===== src/hw/rtl/lsc_pkg.sv =====
// Shared types and constants for the LRU signature cache.
// Depends on nothing; every other file of the block but lsc_ram imports it.
package lsc_pkg;

  localparam int KEY_W   = 64;
  localparam int STAMP_W = 64;
  localparam int TOT_W   = 32;
  localparam int CNT_W   = 6;

  localparam logic CMD_LOOKUP = 1'b0;
  localparam logic CMD_INSERT = 1'b1;

  // Commands from the controller to the datapath
  typedef struct packed {
    logic clr_wr;    // write an empty entry at the scan index, advance it
    logic load;      // capture the request, reset the scan trackers
    logic rd;        // read the entry at the scan index, advance it
    logic wr_hit;    // lookup writeback and hit/miss totals
    logic wr_evict;  // drop the victim if the cache is full
    logic wr_ins;    // store the new entry in the chosen slot
    logic out_load;  // move the finished item into the output register
  } lsc_cmd_t;

  // Status from the datapath to the controller
  typedef struct packed {
    logic idx_last;  // scan index sits on the last entry
    logic is_insert; // captured request is an insert
    logic out_free;  // output register can take a new item this cycle
  } lsc_sts_t;

endpackage


===== src/hw/rtl/lsc_ctrl.sv =====
// Sequencing state machine of the LRU signature cache.
// Depends on lsc_pkg; drives the datapath in lsc_dp through lsc_cmd_t.
module lsc_ctrl
  import lsc_pkg::*;
(
  input  logic     clk,
  input  logic     rst,
  input  logic     in_valid,
  output logic     in_ready,
  input  lsc_sts_t sts,
  output lsc_cmd_t ctl
);

  typedef enum logic [6:0] {
    ST_CLEAR = 7'b0000001,
    ST_IDLE  = 7'b0000010,
    ST_SCAN  = 7'b0000100,
    ST_DRAIN = 7'b0001000,
    ST_UPD   = 7'b0010000,
    ST_INS   = 7'b0100000,
    ST_FIN   = 7'b1000000
  } state_t;

  state_t state, state_next;

  assign in_ready = (state == ST_IDLE);

  always_comb begin
    state_next = state;
    ctl        = '0;
    unique case (state)
      ST_CLEAR: begin
        ctl.clr_wr = 1'b1;
        if (sts.idx_last) state_next = ST_IDLE;
      end
      ST_IDLE: begin
        if (in_valid) begin
          ctl.load   = 1'b1;
          state_next = ST_SCAN;
        end
      end
      ST_SCAN: begin
        ctl.rd = 1'b1;
        if (sts.idx_last) state_next = ST_DRAIN;
      end
      ST_DRAIN: begin
        state_next = ST_UPD;
      end
      ST_UPD: begin
        if (sts.is_insert) begin
          ctl.wr_evict = 1'b1;
          state_next   = ST_INS;
        end else begin
          ctl.wr_hit = 1'b1;
          state_next = ST_FIN;
        end
      end
      ST_INS: begin
        ctl.wr_ins = 1'b1;
        state_next = ST_FIN;
      end
      ST_FIN: begin
        if (sts.out_free) begin
          ctl.out_load = 1'b1;
          state_next   = ST_IDLE;
        end
      end
      default: begin
        state_next = ST_CLEAR;
      end
    endcase
  end

  always_ff @(posedge clk) begin
    if (rst) begin
      state <= ST_CLEAR;
    end else begin
      state <= state_next;
    end
  end

endmodule


===== config.mk =====
export PLATFORM = sky130hd
export DESIGN_NAME = lsc_ctrl
export DESIGN_NICKNAME = d
export VERILOG_FILES = /design/src/hw/rtl/lsc_pkg.sv /design/src/hw/rtl/lsc_ctrl.sv
export SDC_FILE = /design/constraint.sdc
export NUM_CORES = 1
export LEC_CHECK = 0
export BUFFER_PORTS_ARGS = -buffer_cell sky130_fd_sc_hd__buf_2
export CAP_MARGIN = 40
export CORE_AREA = 4 4 41 43
export DETAILED_ROUTE_END_ITERATION = 10
export DIE_AREA = 0 0 45 47
export PLACE_DENSITY = 0.61
export SETUP_SLACK_MARGIN = 0.4
export SYNTH_ARGS = -nofsm -noshare
export SYNTH_HDL_FRONTEND = slang
export SYNTH_SLANG_ARGS = --single-unit

===== constraint.sdc =====
create_clock -name clk -period 1.9 [get_ports clk]
set_input_delay 0.095 -clock clk [delete_from_list [all_inputs] [get_ports clk]]
set_output_delay 0.095 -clock clk [all_outputs]
set_load 0.005 [all_outputs]

Yosys cells after proc, flatten, opt, wreduce, memory -nomap -nowiden. Index checks and enable logic that the tools add are counted. Widths: inputs -> output; s select.

Flip-flop bits (word level): 7. Logic and storage cells: 29.

Eq/ne operators: 11. Mux-type cells: 16. Reductions and logical operators: 1.

Operators with widths (number): $pmux 7 s7 (1); $mux 7 (5); $mux 1 (9); $ne 2x2->1 const B (4); $eq 7x1->1 const B (1); $eq 7x2->1 const B (1); $eq 7x3->1 const B (1); $eq 7x4->1 const B (1); $eq 7x5->1 const B (1); $eq 7x6->1 const B (1); $eq 7x7->1 const B (1); $reduce_and 4->1 (1); $mux 2 (1).

Longest topological paths before layout. Gate-level depths: netlist of the first run.

Depth in word-level cells: 3. Depth in mapped cells: 4. Mapped depth without buffers: 4.

Worst setup path before layout of the first run. OpenSTA, ideal clock, no wires.

Path kind: register to register. Start: reg state[2]. End: reg state[1]. Library setup time: 115 ps. Data arrival time: 1534 ps. Slack: 251 ps. Cell stages (with the launch flop): 4. Clock period less this slack: 1649 ps. Path through: dfxtp_1 -> or4_4 -> or4_4 -> and3_1.

Word-level cells in the longest chain between the ends: 3. Elaborated cells on any way between the ends: 13. Classes of those cells: eq/ne: 11; mux: 1; reduce/logical: 1.

RTL lines: start: declaration (RTL line lsc_ctrl.sv:24) `state_t state, state_next;`; start signal: assignment (RTL line lsc_ctrl.sv:78) `state <= state_next;`; $eq 7x1->1, or another cell as far along (RTL line lsc_ctrl.sv:31) `unique case (state)`; $ne 2x2->1 (no source line); $reduce_and 4->1 (no source line).

Several ways; a longest one is shown, not always the timed one. A chain may end at the register's enable or synchronous reset.

Worst setup path in the final report of the first run.
Start: reg state[5]. End: out in_ready.

Word-level cells in the longest chain between the ends: 1.

RTL lines: $eq 7x2->1 (RTL line lsc_ctrl.sv:26) `assign in_ready = (state == ST_IDLE);`; end: declaration (RTL line lsc_ctrl.sv:9) `output logic in_ready,`.

No other way between the ends.

==> metrics.txt, run 1 <==
pwr dens between 500 and 600 nW/um2; antenna-violating nets left 0; grt ovf 0; placed inst area roughly 480 um2; post-synthesis cell type count 22; Yosys reg bits 7; GPL Wtd Cong between 0.7 and 0.8; Top Registers state (7); TritonCTS Buffers 3; Top Ports 14; Achievable Freq between 500 and 600 MHz; Pleak ~0.28 nW; 1st-iter DRT viols 6; YS warnings 0; die span in x approximately 45 um; Synth Instances slightly above 50; status finished clean; Vias 459; Required @ worst endpoint roughly 1.8 ns; CTS tree yes; startpoint types flop; Worst-path clk slew around 0.05 ns; critical path class flop to output pin; CP max stage delay about 0.59 ns; first-pass GRT wire length 1670 um; share of cells above drive strength 1 47.4%; met2 wire length roughly 480 um; Avg Vias per Cell roughly 5.0; antenna violations before repair 0; final setup skew between 0.0008 and 0.0009 ns; largest net degree at the start of global routing 8; R2R Path Start state[5]; die area between 2000 and 2500 um2; Setup crit end kind output pin; Slew Limit Fails 0; RSZ-0062 raised after global routing true; period utilisation layout between 80 and 90%; Worst Path Arrival between 1.5 and 2 ns; average size of a mapped cell between 7 and 8 um2; # nets final slightly above 80; HP Start sts[2]; Top delay family on crit path simple AND/OR/NAND/NOR gates; crit path from state[5]; Finish-stage setup viols 0; Initial Utilization approximately 30%; sequential area share after synthesis 35.9%; Worst-Skew Late Latency 0.24 ns; core footprint between 1000 and 1500 um2; Top Layer Used met3; max FFs per register 7; Max Root-Sink Buffers 2; Root Driver clkbuf_4; Final Instance Area roughly 620 um2; total power after layout approximately 0.00033 W; Slowest cell on crit path or4_4; HPWL after DPL 738 um; critical-path cell list or4_4 > nor3_4 > buf_4 > buf_2; IO Port Bufs 13; Hold Vio Cnt, Final 0; H-tree depth 1; vias in the first global route ~400; Min Hold Slack about 0.071 ns; CTS Hold Buffers Added 0; drt total wl 996 um; Bufs and invs on worst path 2; clock sink count 7; global-route usage over all layers ~11%; worst rel slew slack about three quarters; router iterations before antenna repair 5; minimum clock period 1.69 ns; Post-Syn Area about 390 um2; Setup TNS 0 ns; largest reg by FF count state; # rows 13; Worst Tran Pin Value just under 0.4 ns; DR WL met3 ~74 um; Met1 Wirelength 439 um; maximum fanout along the worst path 5; Worst IR Drop VDD 0.281 mV; synthesized net count between 50 and 60; die height about 47 um; Layout area overhead 59.9%; Max-cap violations 0; WL/cell ~11 um; ant diodes 0; Hold Path Class input port to flop; Residual DRC 0
-- synthesized netlist by cell type, drive strengths merged --
library cell	instances	area, um2
o21ai	2	10.0
nand2	6	22.5
a21o	1	7.51
o22ai	1	6.26
nor3	3	15.0
nor4b	1	8.76
and2	1	6.26
a21oi	1	5.00
inv	1	3.75
a22oi	1	7.51
and3	3	18.8
or4	2	22.5
nor2	8	30.0
o21a	1	7.51
nor2b	4	25.0
o311ai	1	8.76
nor4	1	6.26
nand3b	2	15.0
dfxtp	7	140
nand3	1	5.00
nand2b	2	12.5
or3	1	6.26
-- timing repair --
item | 4_1_cts | 5_1_grt
pin swaps | 6 | 5
gates resized for setup | 11 | 4
setup endpoints to repair | 10 | 11
setup buffers | 4 | 3
-- report_power, final --
group	switching, W	total [W]	internal [W]
clock network	0.0000511	0.000131	0.0000799
logic	0.0000248	0.0000479	0.0000231
registers	0.00000323	0.000151	0.000148
total	0.0000791	0.000330	0.000251
-- layer usage --
metal / up-vias / global-route usage, %
li1: 233 / -
met1: 212 / 14.4
met2: 14 / 16.7
met3: 0 / 3.83
met4: 0 / 3.51
met5: - / 0
-- area by class of cell --
class / count / area (um2)
Sequential cell: 7 / 149
Tap cell: 15 / 18.8
Inverter: 1 / 3.75
Fill cell: 142 / 677
Clock buffer: 4 / 26.3
Timing Repair Buffer: 21 / 135
Multi-Input combinational cell: 43 / 292
-- metrics by stage --
stage               cells  worst slack, ns  utilization [%]
floorplan              51            0.263                -
detailed placement     80            0.207             37.1
global placement       80            0.239             37.1
global route           91            0.124             48.0
CTS                    88            0.194             45.0
finish                 91            0.210             48.0
-- path summary, 6_finish.rpt --
| path | slack, ns | cells past startpoint | endpoint |
|---|---|---|---|
| setup reg to reg | 0.22 | 3 | state[1] |
| setup / recovery | 0.21 | 4 | in_ready |
| hold / removal | 0.07 | 2 | state[2] |
| hold reg to reg | 0.59 | 3 | state[4] |
-- cell families (layout without fill, tap and decap cells) --
family	count (synthesis)	count (layout)	synth area share, %
DFF	7	7	35.9
buffers and inverters	1	26	0.961
and+or+nand+nor	35	35	49.7
AOI/OAI and AO/OA	8	8	13.5
-- cells in the final DEF, fill, tap and decap left out, types with 2 or more instances in the layout --
cell type,n
and3_1,2
buf_4,7
dfxtp_1,4
buf_2,12
o21ai_0,2
or4_4,2
buf_6,2
nor2_1,8
dfxtp_4,2
nand2b_1,2
nand3b_1,2
nand2_1,5
nor2b_1,4
clkbuf_4,3
nor3_4,2
No activity file was read; power rests on OpenSTA's default activity.
==> run 2, diff against run 1 <==
--- a/config.mk
+++ b/config.mk
@@ -5,12 +5,13 @@
 export SDC_FILE = /design/constraint.sdc
 export NUM_CORES = 1
 export LEC_CHECK = 0
+export ABC_AREA = 1
 export BUFFER_PORTS_ARGS = -buffer_cell sky130_fd_sc_hd__buf_2
 export CAP_MARGIN = 40
 export CORE_AREA = 4 4 41 43
 export DETAILED_ROUTE_END_ITERATION = 10
 export DIE_AREA = 0 0 45 47
-export PLACE_DENSITY = 0.61
+export PLACE_DENSITY = 0.71
 export SETUP_SLACK_MARGIN = 0.4
 export SYNTH_ARGS = -nofsm -noshare
 export SYNTH_HDL_FRONTEND = slang
==> run 2 against run 1 <==
Compared with the run above:
- worst setup slack improved by 0.37 ns
- first-iteration DRC count increased by 67%
- sequential cell count did not move
- synthesized cell count up 59%
- final cell count is 25% higher
- power is 30% higher
- core utilization grew 0.29 points
- sequential power grew 7%
- routed wire length grew 14%
==> metrics.txt, run 2 <==
Yosys reg bits 7; crit-path most repeated cell nor2_4; share of cells above drive strength 1 around 36%; Max-cap violations 0; Root Driver clkbuf_4; commonest non-fill, non-tap cell in the layout inv_1; sequential area share after synthesis 27.5%; HPWL after DPL roughly 910 um; critical path class flop to output pin; Post-Syn Area ~510 um2; die area 2120 um2; 1st-iter DRT viols 10; most frequent cells in the layout inv_1 (20), nand2_1 (15), buf_2 (13); number of synthesized flops with an enable pin 0; minimum clock period between 1 and 1.5 ns; period utilisation layout a little over two thirds; Top Registers state (7); grt ovf 0; core footprint between 1000 and 1500 um2; post-layout util 48.3%; router iterations before antenna repair 4; Final Instance Area 628 um2; vias in the first global route approximately 480; clock sink count 7; Worst Tran Pin Value 0.226 ns; Top Ports 14; Residual DRC 0; Synth Instances 81; cell with the most instances after synthesis inv_1; max FFs per register 7; Worst IR Drop VDD ~0.32 mV; YS warnings 0; ys flop type dfxtp_1; largest net degree at the start of global routing 8; antenna-violating nets left 0; WL/cell between 9 and 10 um; post-synthesis cell type count 16; worst rel slew slack between 80 and 90%; Max Root-Sink Buffers 2; drt total wl 1130 um; antenna violations before repair 0; average size of a mapped cell ~6.3 um2; Slew Limit Fails 0; die height 47 um; final setup skew 0.00651 ns; critical-path cell list inv_2 > nand2_4 > nor2_4 > nand2_2 > nor2_4 > buf_2; RSZ-0062 raised after global routing false; Bufs and invs on worst path 2; register area 140 um2; leading area contributor after synthesis dfxtp_1; status finished clean; Hold Vio Cnt, Final 0; GPL Wtd Cong between 0.8 and 0.9; Initial Utilization between 30% and 40%; most instantiated cells after synthesis inv_1 (20), nand2_1 (15), nor2_1 (10); largest reg by FF count state; Multi-input gate area about 280 um2; Finish-stage setup viols 0; die span in x 45 um; Vias between 500 and 600; Pleak slightly above 0.4 nW; # nets final about 110; Worst Path Arrival roughly 1.2 ns; startpoint types flop; Avg Vias per Cell 4.46; Worst-Skew Late Latency 0.26 ns; Top delay family on crit path simple AND/OR/NAND/NOR gates; ant diodes 0; Slowest cell on crit path dfxtp_1; asr flop ratio synth 0%; Required @ worst endpoint roughly 1.8 ns; Achievable Freq roughly 760 MHz; CTS tree yes; TritonCTS Buffers 3; placed inst area between 500 and 600 um2; Resized Gates After CTS 0; fillers 149; CP max stage delay between 0.3 and 0.4 ns; Yosys top cell area share approximately 27%; # rows 13; top cells by area, synth dfxtp_1 (27%), inv_1 (15%), nand2_1 (11%); Setup TNS 0 ns; Setup crit end kind output pin; H-tree depth 1; maximum fanout along the worst path 7; synthesized net count 87; global-route usage over all layers 13.8%; pwr dens 683 nW/um2; IO Port Bufs 13; Worst-path clk slew 0.06 ns; Layout area overhead 23.0%; Hold Path Class input port to flop; first-pass GRT wire length ~2100 um
-- run 2: cell types whose count changed after synthesis, sizes merged, moves of 3 or more --
cell   previous run  this run
and3              3         0
inv               1        24
nand2             6        22
nand3             1         7
nand4             0         3
nor2              8        14
nor2b             4         0
-- run 2: where the power goes --
part | leakage (nW) | switching (W) | internal (W) | total, W
Combinational | 0.335 | 0.0000797 | 0.0000461 | 0.000126
Clock | 0.0150 | 0.0000610 | 0.0000805 | 0.000142
Sequential | 0.0569 | 0.00000460 | 0.000157 | 0.000161
-- run 2: layout make-up --
| class | instances | area share, % |
|---|---|---|
| Tap cell | 15 | 2.99 |
| Timing Repair Buffer | 14 | 11.6 |
| Inverter | 24 | 14.7 |
| Sequential cell | 7 | 22.3 |
| Multi-Input combinational cell | 50 | 44.2 |
| Clock buffer | 4 | 4.18 |
-- run 2: metal layers --
layer / vias up / part of all wire (%) / global-route usage, %
met5: - / 0 / 0
met4: 0 / 2.8 / 10.5
met3: 4 / 5.4 / 2.30
met2: 19 / 46 / 20.6
met1: 209 / 46 / 17.8
li1: 277 / - / -
-- run 2: worst paths after layout --
kind / from / endpoint / slack (ns) / cells past startpoint
max: state[5] / ctl[5] / 0.58 / 6
min: rst / state[5] / 0.08 / 2
max reg2reg: state[3] / state[0] / 0.63 / 9
min reg2reg: state[3] / state[4] / 0.50 / 2
-- run 2: kinds of logic after synthesis --
logic type | synth area share (%)
buffers and inverters | 18.1
and+or+nand+nor | 50.2
AOI/OAI and AO/OA | 4.17
DFF | 27.5
-- run 2: per-stage QoR --
stage | hold slack, ns | total power [W] | cells | worst slack, ns
2_1_floorplan | 0.157 | 0.000258 | 81 | 0.877
3_3_place_gp | 0.337 | 0.000290 | 109 | 0.726
3_5_place_dp | 0.340 | 0.000290 | 109 | 0.721
4_1_cts | 0.0755 | 0.000428 | 113 | 0.538
5_1_grt | 0.0838 | 0.000459 | 114 | 0.458
6_report | 0.0761 | 0.000429 | 114 | 0.577
-- run 2: repair_timing --
item | CTS | global route
buffers inserted | 0 | 1
setup endpoints to repair | 0 | 1
hold buffers | 0 | 0
